**src/sv/pds_pkg.sv**
```systemverilog
package pds_pkg;

  // Width of the frequency input fields.
  localparam int FREQ_BITS = 29;
  // Target times the largest R (8) needs three more bits.
  localparam int VREQ_W    = FREQ_BITS + 3;
  localparam int DIV_W     = VREQ_W;
  localparam int DIV_CNT_W = $clog2(DIV_W + 1);
  localparam int VIN_LIM_W = 29;
  localparam int VOUT_W    = 32;
  localparam int MULT_W    = 9;
  localparam int DIVM_W    = 4;
  localparam int DIVRQ_W   = 4;
  localparam int ERR_W     = 32;
  localparam int USB_W     = 29;
  localparam int CFG_IDX_W = 3;
  localparam int CFG_DATA_W = 32;

  localparam logic [DIV_CNT_W-1:0] ITERS_VIN = DIV_CNT_W'(DIV_W);
  localparam logic [DIV_CNT_W-1:0] ITERS_N   = DIV_CNT_W'(MULT_W);

  // Reciprocal of three: (x * RECIP3) >> 33 equals x / 3 for any 32-bit x.
  localparam logic [31:0] RECIP3 = 32'hAAAA_AAAB;
  localparam int RECIP3_SHIFT = 33;

  localparam logic [ERR_W-1:0] ERR_NONE = '1;

  typedef struct packed {
    logic [FREQ_BITS-1:0] ref_freq;
    logic [FREQ_BITS-1:0] goal_freq;
  } in_t;

  typedef struct packed {
    logic               found;
    logic [DIVM_W-1:0]  div_m;
    logic [MULT_W-1:0]  mult_n;
    logic [DIVRQ_W-1:0] div_r;
    logic [DIVRQ_W-1:0] div_q;
    logic [ERR_W-1:0]   freq_error;
  } out_t;

  typedef struct packed {
    logic [VIN_LIM_W-1:0] vco_in_min;
    logic [VIN_LIM_W-1:0] vco_in_max;
    logic [VOUT_W-1:0]    vco_out_min;
    logic [VOUT_W-1:0]    vco_out_max;
    logic [MULT_W-1:0]    mult_min;
    logic [MULT_W-1:0]    mult_max;
    logic [DIVM_W-1:0]    div_m_max;
    logic [USB_W-1:0]     usb_freq;
  } cfg_t;

  localparam cfg_t CFG_RESET = '{
    vco_in_min:  29'd4000000,
    vco_in_max:  29'd16000000,
    vco_out_min: 32'd64000000,
    vco_out_max: 32'd344000000,
    mult_min:    9'd8,
    mult_max:    9'd86,
    div_m_max:   4'd8,
    usb_freq:    29'd48000000
  };

  typedef enum logic [CFG_IDX_W-1:0] {
    CFG_VCO_IN_MIN  = 3'd0,
    CFG_VCO_IN_MAX  = 3'd1,
    CFG_VCO_OUT_MIN = 3'd2,
    CFG_VCO_OUT_MAX = 3'd3,
    CFG_MULT_MIN    = 3'd4,
    CFG_MULT_MAX    = 3'd5,
    CFG_DIV_M_MAX   = 3'd6,
    CFG_USB_FREQ    = 3'd7
  } cfg_idx_t;

  typedef enum logic [3:0] {
    ST_IDLE,
    ST_M_CHECK,
    ST_VIN_WAIT,
    ST_VIN_CHECK,
    ST_R_CHECK,
    ST_N_WAIT,
    ST_N_CHECK,
    ST_SYS,
    ST_ERR,
    ST_DONE
  } state_t;

  // Controller to datapath.
  typedef struct packed {
    logic load_item;
    logic div_vin;
    logic div_n;
    logic latch_vin;
    logic latch_n;
    logic load_vact;
    logic load_sys;
    logic try_best;
    logic m_inc;
    logic r_clear;
    logic r_inc;
    logic load_out;
  } cmd_t;

  // Datapath to controller.
  typedef struct packed {
    logic zero_in;
    logic m_over;
    logic vin_ok;
    logic vreq_ok;
    logic n_ok;
    logic r_last;
    logic div_done;
    logic out_free;
  } sts_t;

endpackage

```
**src/sv/pds_div.sv**
```systemverilog
module pds_div import pds_pkg::*; (
  input  logic                 clk,
  input  logic                 rst_n,
  input  logic                 start,
  input  logic [DIV_W-1:0]     dividend,
  input  logic [DIV_W-1:0]     rem_init,
  input  logic [DIV_W-1:0]     divisor,
  input  logic [DIV_CNT_W-1:0] iters,
  output logic                 done,
  output logic [DIV_W-1:0]     quotient
);

  // Restoring division, one quotient bit per cycle. The dividend shifts out
  // of the top of quo_r while quotient bits shift in at the bottom.
  logic                 busy_r;
  logic                 done_r;
  logic [DIV_CNT_W-1:0] cnt_r;
  logic [DIV_W-1:0]     rem_r;
  logic [DIV_W-1:0]     quo_r;
  logic [DIV_W-1:0]     dsr_r;

  logic [DIV_W:0]   trial;
  logic [DIV_W:0]   diff;
  logic             fits;
  logic [DIV_W-1:0] rem_nxt;

  always_comb begin
    trial   = {rem_r, quo_r[DIV_W-1]};
    diff    = trial - {1'b0, dsr_r};
    fits    = trial >= {1'b0, dsr_r};
    rem_nxt = fits ? diff[DIV_W-1:0] : trial[DIV_W-1:0];
  end

  always_ff @(posedge clk) begin
    if (!rst_n) begin
      busy_r <= 1'b0;
      done_r <= 1'b0;
      cnt_r  <= '0;
    end else if (start) begin
      busy_r <= 1'b1;
      done_r <= 1'b0;
      cnt_r  <= iters;
    end else if (busy_r) begin
      cnt_r <= cnt_r - 1'b1;
      if (cnt_r == DIV_CNT_W'(1)) begin
        busy_r <= 1'b0;
        done_r <= 1'b1;
      end
    end else begin
      done_r <= 1'b0;
    end
  end

  always_ff @(posedge clk) begin
    if (start) begin
      rem_r <= rem_init;
      quo_r <= dividend;
      dsr_r <= divisor;
    end else if (busy_r) begin
      rem_r <= rem_nxt;
      quo_r <= {quo_r[DIV_W-2:0], fits};
    end
  end

  assign done     = done_r;
  assign quotient = quo_r;

endmodule

```
**src/sv/pds_datapath.sv**
```systemverilog
module pds_datapath import pds_pkg::*; (
  input  logic clk,
  input  logic rst_n,
  input  cfg_t cfg,
  input  in_t  in_data,
  input  cmd_t cmd,
  output sts_t sts,
  output logic out_valid,
  input  logic out_ready,
  output out_t out_data
);

  logic [FREQ_BITS-1:0] ref_r;
  logic [FREQ_BITS-1:0] tgt_r;
  logic [DIVM_W:0]      m_r;
  logic [1:0]           ridx_r;
  logic [FREQ_BITS-1:0] vin_r;
  logic [MULT_W-1:0]    n_r;
  logic [VREQ_W-1:0]    vact_r;
  logic [VREQ_W-1:0]    sys_r;
  logic [DIVRQ_W-1:0]   q_r;
  logic [VOUT_W-1:0]    usb3_r;
  logic [VOUT_W-1:0]    usb5_r;
  logic [VOUT_W-1:0]    usb7_r;

  logic                 found_r;
  logic [DIVM_W-1:0]    best_m_r;
  logic [MULT_W-1:0]    best_n_r;
  logic [DIVRQ_W-1:0]   best_r_r;
  logic [DIVRQ_W-1:0]   best_q_r;
  logic [ERR_W-1:0]     best_err_r;

  logic                 out_valid_r;
  out_t                 out_r;

  logic [DIVRQ_W-1:0]   r_val;
  logic [VREQ_W-1:0]    vreq;
  logic [VREQ_W-1:0]    sys_nxt;
  logic [DIVRQ_W-1:0]   q_nxt;
  logic [63:0]          prod3;
  logic [ERR_W-1:0]     err;
  logic [ERR_W-1:0]     tgt_ext;
  logic [ERR_W-1:0]     sys_ext;
  logic [VOUT_W-1:0]    usb_ext;

  logic                 div_done;
  logic [DIV_W-1:0]     div_quo;
  logic [DIV_W-1:0]     div_dividend;
  logic [DIV_W-1:0]     div_rem_init;
  logic [DIV_W-1:0]     div_divisor;
  logic [DIV_CNT_W-1:0] div_iters;

  // R runs 2, 4, 6, 8 as ridx_r runs 0 to 3.
  assign r_val = {1'b0, ridx_r, 1'b0} + DIVRQ_W'(2);
  assign vreq  = VREQ_W'(tgt_r * r_val);

  // One divider serves both ref / M and the N quotient. The N division
  // starts from the top bits of vreq, so only nine quotient bits remain.
  always_comb begin
    if (cmd.div_n) begin
      div_dividend = {vreq[MULT_W-1:0], {(DIV_W - MULT_W){1'b0}}};
      div_rem_init = DIV_W'(vreq[VREQ_W-1:MULT_W]);
      div_divisor  = DIV_W'(vin_r);
      div_iters    = ITERS_N;
    end else begin
      div_dividend = DIV_W'(ref_r);
      div_rem_init = '0;
      div_divisor  = DIV_W'(m_r[DIVM_W-1:0]);
      div_iters    = ITERS_VIN;
    end
  end

  pds_div u_div (
    .clk      (clk),
    .rst_n    (rst_n),
    .start    (cmd.div_vin | cmd.div_n),
    .dividend (div_dividend),
    .rem_init (div_rem_init),
    .divisor  (div_divisor),
    .iters    (div_iters),
    .done     (div_done),
    .quotient (div_quo)
  );

  // Multiples of the USB frequency that set the Q thresholds.
  assign usb_ext = VOUT_W'(cfg.usb_freq);

  always_ff @(posedge clk) begin
    usb3_r <= (usb_ext << 1) + usb_ext;
    usb5_r <= (usb_ext << 2) + usb_ext;
    usb7_r <= (usb_ext << 3) - usb_ext;
  end

  always_comb begin
    prod3 = {32'd0, VREQ_W'(vact_r >> 1)} * {32'd0, RECIP3};
    case (ridx_r)
      2'd0:    sys_nxt = vact_r >> 1;
      2'd1:    sys_nxt = vact_r >> 2;
      2'd2:    sys_nxt = VREQ_W'(prod3 >> RECIP3_SHIFT);
      default: sys_nxt = vact_r >> 3;
    endcase
    if (vact_r >= usb7_r) begin
      q_nxt = DIVRQ_W'(8);
    end else if (vact_r >= usb5_r) begin
      q_nxt = DIVRQ_W'(6);
    end else if (vact_r >= usb3_r) begin
      q_nxt = DIVRQ_W'(4);
    end else begin
      q_nxt = DIVRQ_W'(2);
    end
  end

  assign tgt_ext = ERR_W'(tgt_r);
  assign sys_ext = ERR_W'(sys_r);
  assign err     = (sys_ext > tgt_ext) ? (sys_ext - tgt_ext) : (tgt_ext - sys_ext);

  always_ff @(posedge clk) begin
    if (cmd.load_item) begin
      ref_r <= in_data.ref_freq;
      tgt_r <= in_data.goal_freq;
    end
    if (cmd.load_item) begin
      m_r <= (DIVM_W + 1)'(1);
    end else if (cmd.m_inc) begin
      m_r <= m_r + 1'b1;
    end
    if (cmd.r_clear) begin
      ridx_r <= '0;
    end else if (cmd.r_inc) begin
      ridx_r <= ridx_r + 1'b1;
    end
    if (cmd.latch_vin) begin
      vin_r <= div_quo[FREQ_BITS-1:0];
    end
    if (cmd.latch_n) begin
      n_r <= div_quo[MULT_W-1:0];
    end
    if (cmd.load_vact) begin
      vact_r <= VREQ_W'(vin_r * n_r);
    end
    if (cmd.load_sys) begin
      sys_r <= sys_nxt;
      q_r   <= q_nxt;
    end
  end

  always_ff @(posedge clk) begin
    if (!rst_n) begin
      found_r <= 1'b0;
    end else if (cmd.load_item) begin
      found_r <= 1'b0;
    end else if (cmd.try_best && (err < best_err_r)) begin
      found_r <= 1'b1;
    end
  end

  always_ff @(posedge clk) begin
    if (cmd.load_item) begin
      best_err_r <= ERR_NONE;
      best_m_r   <= '0;
      best_n_r   <= '0;
      best_r_r   <= '0;
      best_q_r   <= '0;
    end else if (cmd.try_best && (err < best_err_r)) begin
      best_err_r <= err;
      best_m_r   <= m_r[DIVM_W-1:0];
      best_n_r   <= n_r;
      best_r_r   <= r_val;
      best_q_r   <= q_r;
    end
  end

  // Output register: the next item may be searched while this one waits.
  always_ff @(posedge clk) begin
    if (!rst_n) begin
      out_valid_r <= 1'b0;
    end else if (cmd.load_out) begin
      out_valid_r <= 1'b1;
    end else if (out_ready) begin
      out_valid_r <= 1'b0;
    end
  end

  always_ff @(posedge clk) begin
    if (cmd.load_out) begin
      out_r <= '{found: found_r, div_m: best_m_r, mult_n: best_n_r, div_r: best_r_r,
                 div_q: best_q_r, freq_error: best_err_r};
    end
  end

  always_comb begin
    sts.zero_in  = (ref_r == '0) || (tgt_r == '0);
    sts.m_over   = m_r > {1'b0, cfg.div_m_max};
    sts.vin_ok   = (vin_r != '0) && (vin_r >= cfg.vco_in_min) && (vin_r <= cfg.vco_in_max);
    // A quotient of 512 or more can never pass the N limits.
    sts.vreq_ok  = (vreq >= cfg.vco_out_min) && (vreq <= cfg.vco_out_max) &&
                   (FREQ_BITS'(vreq[VREQ_W-1:MULT_W]) < vin_r);
    sts.n_ok     = (n_r >= cfg.mult_min) && (n_r <= cfg.mult_max);
    sts.r_last   = ridx_r == 2'd3;
    sts.div_done = div_done;
    sts.out_free = !out_valid_r || out_ready;
  end

  assign out_valid = out_valid_r;
  assign out_data  = out_r;

endmodule

```
**src/sv/pds_ctrl.sv**
```systemverilog
module pds_ctrl import pds_pkg::*; (
  input  logic clk,
  input  logic rst_n,
  input  logic in_valid,
  output logic in_ready,
  input  sts_t sts,
  output cmd_t cmd
);

  state_t state_r;
  state_t state_nxt;

  always_ff @(posedge clk) begin
    if (!rst_n) begin
      state_r <= ST_IDLE;
    end else begin
      state_r <= state_nxt;
    end
  end

  always_comb begin
    state_nxt = state_r;
    unique case (state_r)
      ST_IDLE: begin
        if (in_valid) state_nxt = ST_M_CHECK;
      end
      ST_M_CHECK: begin
        if (sts.zero_in || sts.m_over) state_nxt = ST_DONE;
        else state_nxt = ST_VIN_WAIT;
      end
      ST_VIN_WAIT: begin
        if (sts.div_done) state_nxt = ST_VIN_CHECK;
      end
      ST_VIN_CHECK: begin
        state_nxt = sts.vin_ok ? ST_R_CHECK : ST_M_CHECK;
      end
      ST_R_CHECK: begin
        if (sts.vreq_ok) state_nxt = ST_N_WAIT;
        else if (sts.r_last) state_nxt = ST_M_CHECK;
      end
      ST_N_WAIT: begin
        if (sts.div_done) state_nxt = ST_N_CHECK;
      end
      ST_N_CHECK: begin
        if (sts.n_ok) state_nxt = ST_SYS;
        else state_nxt = sts.r_last ? ST_M_CHECK : ST_R_CHECK;
      end
      ST_SYS: begin
        state_nxt = ST_ERR;
      end
      ST_ERR: begin
        state_nxt = sts.r_last ? ST_M_CHECK : ST_R_CHECK;
      end
      ST_DONE: begin
        if (sts.out_free) state_nxt = ST_IDLE;
      end
      default: state_nxt = ST_IDLE;
    endcase
  end

  always_comb begin
    cmd      = '0;
    in_ready = 1'b0;
    unique case (state_r)
      ST_IDLE: begin
        in_ready      = 1'b1;
        cmd.load_item = in_valid;
      end
      ST_M_CHECK: begin
        cmd.div_vin = !(sts.zero_in || sts.m_over);
      end
      ST_VIN_WAIT: begin
        cmd.latch_vin = sts.div_done;
      end
      ST_VIN_CHECK: begin
        cmd.r_clear = sts.vin_ok;
        cmd.m_inc   = !sts.vin_ok;
      end
      ST_R_CHECK: begin
        cmd.div_n = sts.vreq_ok;
        cmd.r_inc = !sts.vreq_ok && !sts.r_last;
        cmd.m_inc = !sts.vreq_ok && sts.r_last;
      end
      ST_N_WAIT: begin
        cmd.latch_n = sts.div_done;
      end
      ST_N_CHECK: begin
        cmd.load_vact = sts.n_ok;
        cmd.r_inc     = !sts.n_ok && !sts.r_last;
        cmd.m_inc     = !sts.n_ok && sts.r_last;
      end
      ST_SYS: begin
        cmd.load_sys = 1'b1;
      end
      ST_ERR: begin
        cmd.try_best = 1'b1;
        cmd.r_inc    = !sts.r_last;
        cmd.m_inc    = sts.r_last;
      end
      ST_DONE: begin
        cmd.load_out = sts.out_free;
      end
      default: begin
        cmd = '0;
      end
    endcase
  end

endmodule

```
**src/sv/pll_divider_search.sv**
```systemverilog
// Channel   Direction  Handshake              Payload
// in_       input      in_valid / in_ready    in_t: ref_freq, goal_freq
// out_      output     out_valid / out_ready  out_t: found, div_m, mult_n, div_r, div_q,
//                                             freq_error
// cfg_      input      cfg_we                 cfg_index selects a register, cfg_wdata
//
// One transaction is searched at a time. Each M tried runs the 32-step division ref / M on the
// shared bit-serial divider, then checks each R under an allowed VCO input. A pair that
// passes the VCO output check also waits on the nine-step N division on the same divider.
// In the worst case M runs up to 15.
// Reset is synchronous and active low; it clears the controller, the divider control and
// the output valid, and reloads the configuration registers with their default values.
// A finished result sits in an output register, so in_ready returns while that result
// waits; a stalled out_ready holds only the end of the following search.
module pll_divider_search import pds_pkg::*; (
  input  logic                  clk,
  input  logic                  rst_n,
  input  logic                  in_valid,
  output logic                  in_ready,
  input  in_t                   in_data,
  output logic                  out_valid,
  input  logic                  out_ready,
  output out_t                  out_data,
  input  logic                  cfg_we,
  input  logic [CFG_IDX_W-1:0]  cfg_index,
  input  logic [CFG_DATA_W-1:0] cfg_wdata
);

  cfg_t cfg_r;
  cmd_t cmd;
  sts_t sts;

  // Configuration register file. Each write keeps the low bits that the register holds.
  always_ff @(posedge clk) begin
    if (!rst_n) begin
      cfg_r <= CFG_RESET;
    end else if (cfg_we) begin
      unique case (cfg_idx_t'(cfg_index))
        CFG_VCO_IN_MIN:  cfg_r.vco_in_min  <= cfg_wdata[VIN_LIM_W-1:0];
        CFG_VCO_IN_MAX:  cfg_r.vco_in_max  <= cfg_wdata[VIN_LIM_W-1:0];
        CFG_VCO_OUT_MIN: cfg_r.vco_out_min <= cfg_wdata[VOUT_W-1:0];
        CFG_VCO_OUT_MAX: cfg_r.vco_out_max <= cfg_wdata[VOUT_W-1:0];
        CFG_MULT_MIN:    cfg_r.mult_min    <= cfg_wdata[MULT_W-1:0];
        CFG_MULT_MAX:    cfg_r.mult_max    <= cfg_wdata[MULT_W-1:0];
        CFG_DIV_M_MAX:   cfg_r.div_m_max   <= cfg_wdata[DIVM_W-1:0];
        CFG_USB_FREQ:    cfg_r.usb_freq    <= cfg_wdata[USB_W-1:0];
        default:         cfg_r             <= cfg_r;
      endcase
    end
  end

  // The controller walks M outer and R inner, in the same order as the search is
  // defined, so the first candidate with the smallest error is the one kept.
  pds_ctrl u_ctrl (
    .clk      (clk),
    .rst_n    (rst_n),
    .in_valid (in_valid),
    .in_ready (in_ready),
    .sts      (sts),
    .cmd      (cmd)
  );

  // The datapath holds the divider, the multiply steps, the best candidate so far
  // and the output register.
  pds_datapath u_dp (
    .clk       (clk),
    .rst_n     (rst_n),
    .cfg       (cfg_r),
    .in_data   (in_data),
    .cmd       (cmd),
    .sts       (sts),
    .out_valid (out_valid),
    .out_ready (out_ready),
    .out_data  (out_data)
  );

  // A search never starts in the cycle after one was taken.
  a_busy_after_accept: assert property (@(posedge clk) disable iff (!rst_n)
    (in_valid && in_ready) |=> !in_ready)
    else $error("input accepted while a search was still running");

  // A result is never written over one that has not been taken.
  a_no_overwrite: assert property (@(posedge clk) disable iff (!rst_n)
    cmd.load_out |-> (!out_valid || out_ready))
    else $error("output register overwritten before it was taken");

  // A miss reports zero dividers and the all-ones error.
  a_miss_fields: assert property (@(posedge clk) disable iff (!rst_n)
    (out_valid && !out_data.found) |->
      (out_data.div_m == '0 && out_data.mult_n == '0 && out_data.div_r == '0 &&
       out_data.div_q == '0 && out_data.freq_error == ERR_NONE))
    else $error("result without a candidate carries nonzero dividers");

  // A hit reports an even R and Q from two to eight and a nonzero M.
  a_hit_fields: assert property (@(posedge clk) disable iff (!rst_n)
    (out_valid && out_data.found) |->
      (out_data.div_m != '0 &&
       (out_data.div_r == 4'd2 || out_data.div_r == 4'd4 ||
        out_data.div_r == 4'd6 || out_data.div_r == 4'd8) &&
       (out_data.div_q == 4'd2 || out_data.div_q == 4'd4 ||
        out_data.div_q == 4'd6 || out_data.div_q == 4'd8)))
    else $error("found result carries an illegal divider");

endmodule
```
**config.mk**
```make
export PLATFORM = sky130hd
export DESIGN_NAME = pll_divider_search
export DESIGN_NICKNAME = d
export VERILOG_FILES = /design/src/sv/pds_pkg.sv /design/src/sv/pds_div.sv /design/src/sv/pds_datapath.sv /design/src/sv/pds_ctrl.sv /design/src/sv/pll_divider_search.sv
export SDC_FILE = /design/constraint.sdc
export NUM_CORES = 2
export LEC_CHECK = 0
export ABC_AREA = 1
export BUFFER_PORTS_ARGS = -buffer_cell sky130_fd_sc_hd__buf_2
export CAP_MARGIN = 0
export CORE_MARGIN = 2
export CORE_UTILIZATION = 50
export CTS_CLUSTER_DIAMETER = 120
export DETAILED_ROUTE_END_ITERATION = 16
export PLACE_DENSITY = 0.67
export RECOVER_POWER = 25
export REMOVE_ABC_BUFFERS = 1
export SYNTH_ARGS = -nofsm -noshare
export SYNTH_HDL_FRONTEND = slang
export SYNTH_SLANG_ARGS = --single-unit
```
**constraint.sdc**
```tcl
create_clock -name clk -period 10.1 [get_ports clk]
set_input_delay 0.505 -clock clk [delete_from_list [all_inputs] [get_ports clk]]
set_output_delay 0.505 -clock clk [all_outputs]
set_load 0.01 [all_outputs]
```
# After elaboration in Yosys (flattened, before gate mapping)

Cells that the tools add are included.
Widths: inputs -> output; s select.

Add/subtract/negate cells: 10
Equal/unequal tests: 25
Multipliers: 3
Muxes and demuxes: 44
Bitwise logic cells: 3
Order comparisons: 14
Reductions and logical operators: 39

Operators by type and width:

| operator               | number |
|---|---|
| $mux 32                | 7 |
| $ge 32x32->1           | 4 |
| $pmux 31 s3            | 1 |
| $sub 32x29->32         | 2 |
| $mul 31x32->63 const B | 1 |
| $logic_not 29->1       | 2 |
| $mux 4                 | 10 |
| $pmux 4 s10            | 1 |
| $ge 33x32->1           | 1 |
| $add 31x29->32         | 1 |
| $gt 32x29->1           | 1 |
| $le 32x32->1           | 1 |
| $lt 32x32->1           | 1 |
| $mul 29x4->32          | 1 |
| $mul 29x9->32          | 1 |
| $sub 29x32->32         | 1 |
| $sub 32x32->32         | 1 |
| $add 30x29->31         | 1 |
| $ge 29x29->1           | 1 |
| $le 29x29->1           | 1 |
| $lt 23x29->1           | 1 |
| $reduce_bool 29->1     | 1 |
| $mux 23                | 1 |
| $mux 6                 | 3 |
| 37 further kinds       | 92 |

Register bits after elaboration: 657
Input bits: 98
Word-level logic and storage cells: 180

# Logic depth before layout (Yosys ltp)

Word-level depth: 8
Mapped depth: 36

# Modules after synthesis

From an unflattened synthesis, not the netlist that was laid out.

Cell total of the unflattened synthesis: 9229
Area total of the unflattened synthesis: 67332.1 um2

Modules (own cells, without submodules):

| module             | times used | cells each | area each (um2) | sequential area each (um2) |
|---|---|---|---|---|
| pds_datapath       | 1          | 7167       | 52927.0         | 9469.1 |
| pds_div            | 1          | 1023       | 7260.7          | 3042.9 |
| pll_divider_search | 1          | 942        | 6606.3          | 3463.3 |
| pds_ctrl           | 1          | 97         | 538.0           | 80.1 |

# Worst setup path before layout

No wires, ideal clock.

Path kind: reg-to-reg
From: register u_dp.ridx_r[0]
To: register u_dp.u_div.quo_r[0] (netlist: u_dp.u_div.quotient[0]), enable pin
Path slack: 2.708 ns
Required time: 9.241 ns
Library setup time: 0.859 ns
Path buffers: 3
Clock period less this slack: 7.392 ns
Stages on the path, launching flop included: 27
Data arrival time: 6.533 ns
Path through: dfxtp_1 -> clkbuf_1 -> inv_1 -> ha_1 -> clkbuf_1 -> nand2_1 -> inv_1 -> fa_1 -> ha_1 -> ha_1 -> fa_1 -> a21oi_1 -> o21bai_2 -> a21oi_1 -> o21ai_0 -> xor2_1 -> ha_1 -> nand2_1 -> inv_1 -> nand3_1 -> a21oi_1 -> or2_0 -> a21oi_1 -> nand2_1 -> nand4_4 -> buf_6 -> nand3_1

Longest elaborated chain between the ends: 8
Elaborated cells on any way between the ends: 10
Those cells by class: add/sub: 1; mul: 1; order compare: 3; mux: 1; bitwise: 1; reduce/logical: 3

RTL lines:

| element                                             | line                | source |
|---|---|---|
| start: declaration                                  | pds_datapath.sv:16  | `logic [1:0] ridx_r;` |
| start signal: assignment                            | pds_datapath.sv:130 | `ridx_r <= ridx_r + 1'b1;` |
| $add 3x2->4 *                                       | pds_datapath.sv:54  | `assign r_val = {1'b0, ridx_r, 1'b0} + DIVRQ_W'(2);` |
| net u_dp.r_val[1]                                   | pds_datapath.sv:36  | `logic [DIVRQ_W-1:0] r_val;` |
| $mul 29x4->32 *                                     | pds_datapath.sv:55  | `assign vreq = VREQ_W'(tgt_r * r_val);` |
| $ge 32x32->1 / $le 32x32->1 (equally long branches) | pds_datapath.sv:196 | `sts.vreq_ok = (vreq >= cfg.vco_out_min) && (vreq <= cfg.vco_out_max) &&` |
| $logic_and 1x1->1                                   | pds_datapath.sv:196 |  |
| $logic_and 1x1->1 *                                 | pds_datapath.sv:196 |  |
| $mux 1 *                                            | pds_ctrl.sv:64      | `unique case (state_r)` |
| $or 1x1->1 *                                        | pds_datapath.sv:76  | `.start (cmd.div_vin \| cmd.div_n),` |
| $reduce_bool 2->1 (no line) *                       | --                  |  |
| end signal: assignment                              | pds_div.sv:57       | `quo_r <= dividend;` |
| end signal: assignment                              | pds_div.sv:61       | `quo_r <= {quo_r[DIV_W-2:0], fits};` |
| end: declaration                                    | pds_div.sv:19       | `logic [DIV_W-1:0] quo_r;` |

Mark *: on every way through the listed nets, which the timed path passes. The rest lies on a longest branch.
A chain may end at the register's enable or synchronous reset.

# Final worst setup path

From: register u_dp.ridx_r[0]
To: register u_dp.u_div.rem_r[8], enable pin

Longest elaborated chain between the ends: 8
Elaborated cells on any way between the ends: 10
Those cells by class: add/sub: 1; mul: 1; order compare: 3; mux: 1; bitwise: 1; reduce/logical: 3

RTL lines:

| element                                             | line                | source |
|---|---|---|
| $add 3x2->4 *                                       | pds_datapath.sv:54  |  |
| net u_dp.r_val[1]                                   | pds_datapath.sv:36  |  |
| $mul 29x4->32 *                                     | pds_datapath.sv:55  |  |
| $ge 32x32->1 / $le 32x32->1 (equally long branches) | pds_datapath.sv:196 |  |
| $logic_and 1x1->1                                   | pds_datapath.sv:196 |  |
| $logic_and 1x1->1 *                                 | pds_datapath.sv:196 |  |
| $mux 1 *                                            | pds_ctrl.sv:64      |  |
| $or 1x1->1 *                                        | pds_datapath.sv:76  |  |
| $reduce_bool 2->1 (no line) *                       | --                  |  |
| end signal: assignment                              | pds_div.sv:56       | `rem_r <= rem_init;` |
| end signal: assignment                              | pds_div.sv:60       | `rem_r <= rem_nxt;` |
| end: declaration                                    | pds_div.sv:18       | `logic [DIV_W-1:0] rem_r;` |

Marks and branches as above.

==> summary.txt <==
Outcome
  • Outcome: finished with violations
  • Violated checks: capacitance limit, slew limit

Layout
  • Commonest non-fill, non-tap cell in the layout: inv_1
  • Fraction of layout cells with a size suffix above 1: 5.25%
  • Fillers: 11,626
  • Layout overhead on the synthesized area: 9.04%
  • Commonest cells after routing, fill and taps aside: inv_1, nand2_1, ha_1, a21oi_1, nor2_1
  • Final net count: 9,247
  • Diodes inserted: 0

Timing
  • Final TNS setup: 0 ps
  • Hold Fails Final Rpt: 0
  • Max Clk Rate: 120 MHz
  • RSZ-0062 raised after global routing: false
  • Final max-slew violation count: 172
  • Slew headroom: -144%
  • Tmin final: 8310 ps
  • Worst slew pin tran: 3660 ps
  • Period utilisation layout: 82.2%
  • Final Setup Violations: 0
  • Clock Skew: 68.3 ps

Power and ir drop
  • Pint: 7.02 mW
  • LEAKAGE: 33.5 nW
  • Seq pwr share: 28.3%
  • Tot Pwr: 12.6 mW
  • Worst vdd ir: 0.235 mV
  • Clk pwr share: 22.7%
  • Logic pwr share: 48.9%
  • Switch share: 44.1%
  • Switching pwr: 5.55 mW
  • P per Cell Area: 185 mW/mm2

Clock network
  • CTS tree: done
  • Cts-stage hold buffer count: 57
  • Latest clock arrival within the worst-skew pair: 740 ps
  • CTS clock-pin slew for the worst setup and hold paths: 70 ps
  • CTS Buf Count: 75
  • Max clock buf depth: 3
  • Setup repair bufs after CTS: 0
  • H-tree depth: 3
  • Clock root cell: clkbuf_16
  • Clock sinks: 644
  • # resized after CTS: 0

Synth
  • Yosys top cell area share: 17.2%
  • Dominant cell type by area after synthesis: ha_1
  • Synth cell types: 72
  • Async SR Flop Fraction: 0%
  • Largest cells by area after synthesis: ha_1, edfxtp_1, fa_1, dfxtp_1, inv_1
  • Synth warnings: 0
  • Top FF cell, synth: dfxtp_1
  • Seq/Total Area, Yosys: 25.6%
  • Synthesis-stage register bit count: 644
  • Syn Std Cell Area: 0.0623 mm2
  • Syn Area/Cell: 8.09 um2
  • Synthesized instance count: 7,695
  • EDFF count, synth: 307

GRT
  • Initial antenna violation count: 3
  • Global-route wire length before repair: 310 mm
  • Largest net degree at the start of global routing: 76
  • Gr ovfl total: 0
  • Vias in the first global route: 52,795
  • Total GRT Usage: 31.8%

Drt
  • Routed Antenna Nets: 0
  • First-pass iteration count of the detailed router: 6
  • Vias: 53,435
  • Initial detailed-routing violation count: 5,184
  • WL final: 203 mm
  • DRC: 0
  • WL/cell: 21.2 um
  • Vias/cell: 5.59

Die
  • Core area: 0.124 mm2
  • Die H: 357 um
  • Row count: 129
  • # IOs: 154
  • DIE AREA: 0.127 mm2
  • Horiz. Die Dim: 357 um
  • Initial core utilization: 50.4%

Place
  • Gpl congestion: 1.06
  • Hpwl dp: 160 mm
  • Port Buf Inserts: 151

Worst setup path
  • Crit path kind: flip-flop to flip-flop
  • Crit path launch type: flip-flop
  • Critical Path RT: 10,460 ps
  • Crit-path max FO: 41
  • CP Capture Type: flip-flop
  • CP Data Arrival Time: 8660 ps
  • Worst Reg-to-Reg Cells: 26

Worst hold path
  • Hold depth: 3
  • Hold/Removal Path Class: input pin to flip-flop

Flow run
  • Max-cap violations: 3
[worst paths after layout]
kind | start | endpoint | slack, ps
max reg2reg | u_dp.ridx_r[0] | u_dp.u_div.rem_r[8] | 1790
min reg2reg | u_dp.best_m_r[2] | u_dp.out_data[51] | 430
max | u_dp.ridx_r[0] | u_dp.u_div.rem_r[8] | 1790
min | cfg_wdata[31] | cfg_r[114] | 110
[synth_stat cells (46+ instances only)]
cell type  instances
a21o_1            46
a21oi_1          716
clkbuf_1         139
dfxtp_1          337
edfxtp_1         307
fa_1             436
ha_1             857
inv_1           1478
nand2_1         1227
nand3_1          216
nand4_1           87
nor2_1           558
nor3_1            72
o211ai_1          49
o21ai_0          446
o21ai_1           76
xnor2_1           84
xor2_1           160
[power by group through the flow]
stage / clock network, mW / logic [mW] / registers (mW)
after global placement: 0 / 5.89 / 3.60
after floorplan: 0 / 4.24 / 3.53
final: 2.86 / 6.15 / 3.56
after detailed placement: 0 / 5.98 / 3.60
after global routing: 3.00 / 6.88 / 3.59
after CTS: 2.89 / 6.03 / 3.56
[sequential cells by signal, indices dropped and copies added (netlist names), 3 cells and up]
name and count:
u_dp.ref_r 29, u_dp.usb7_r 31, u_dp.best_n_r 9, u_dp.out_data 52
u_dp.vact_r 32, u_dp.sys_ext 31, u_dp.u_div.rem_r 32, u_dp.usb5_r 32
u_ctrl.state_r 4, cfg_r 173, u_dp.best_q_r 3, u_dp.tgt_r 29
u_dp.q_r 3, u_dp.best_err_r 32, u_dp.vin_r 29, u_dp.usb3_r 29
u_dp.n_r 9, u_dp.u_div.dsr_r 29, u_dp.best_r_r 3, u_dp.best_m_r 4
u_dp.u_div.cnt_r 6, u_dp.m_r 5, u_dp.u_div.quotient 32
[critical path, stage by stage (launching register included)]
cell	delay [ps]
dfxtp_1	310
buf_4	280
inv_1	250
ha_1	960
nand2_1	100
inv_1	110
fa_1	430
ha_1	300
ha_1	410
a21oi_1	270
o21ai_0	150
a21oi_1	230
nand3_1	200
a21o_1	230
a21boi_1	150
xor2_1	360
inv_1	190
ha_1	320
nand2_1	50
nor2_1	170
nand2_1	120
nor3_2	150
nand4_1	120
a21oi_2	280
nand4_4	580
nand3_4	610
buf_4	520
[per-layer routing]
layer | GRT usage (%) | share of wire [%] | up-vias
li1 | - | - | 25459
met1 | 43.8 | 43 | 25342
met2 | 49.5 | 43 | 2228
met3 | 6.10 | 9.0 | 406
met4 | 12.5 | 4.5 | 0
met5 | 0 | 0 | -
[layout make-up]
class                      instances  area [um2]  share of cell area [%]
clock buffer                      88        2010                    2.96
timing repair buffer             280        1850                    2.72
sequential                       644       16000                    23.5
clock inverter                    50         593                   0.874
tap                             1637        2050                    3.02
inverter                        1491        5600                    8.25
multi-input combinational       5364       39800                    58.7
[logic make-up after synthesis]
| group | count (synthesis) | share of synthesized area [%] |
|---|---|---|
| buffers and inverters | 1688 | 10.5 |
| AND/OR/NAND/NOR | 2255 | 15.1 |
| other | 1 | 0.00602 |
| adder cells (fa/ha/maj) | 1293 | 31.2 |
| AO/OA/AOI/OAI | 1570 | 14.2 |
| XOR/XNOR | 244 | 3.43 |
| flip-flops | 644 | 25.6 |
[per-stage QoR]
step / std cells / worst slack, ps / instance area, um2 / hold WS (ps) / util [%]
after CTS: 9554 / 1810 / 67900 / 25.3 / 54.9
after detailed placement: 9359 / 1870 / 64700 / 415 / 52.4
final: 9554 / 1790 / 67900 / 113 / 54.9
after global routing: 9554 / 1020 / 67900 / 108 / 54.9
after global placement: 9359 / 1910 / 64700 / 419 / 52.4
after floorplan: 7499 / 1640 / 61300 / 399 / -
(Power assumes the default switching activity.)
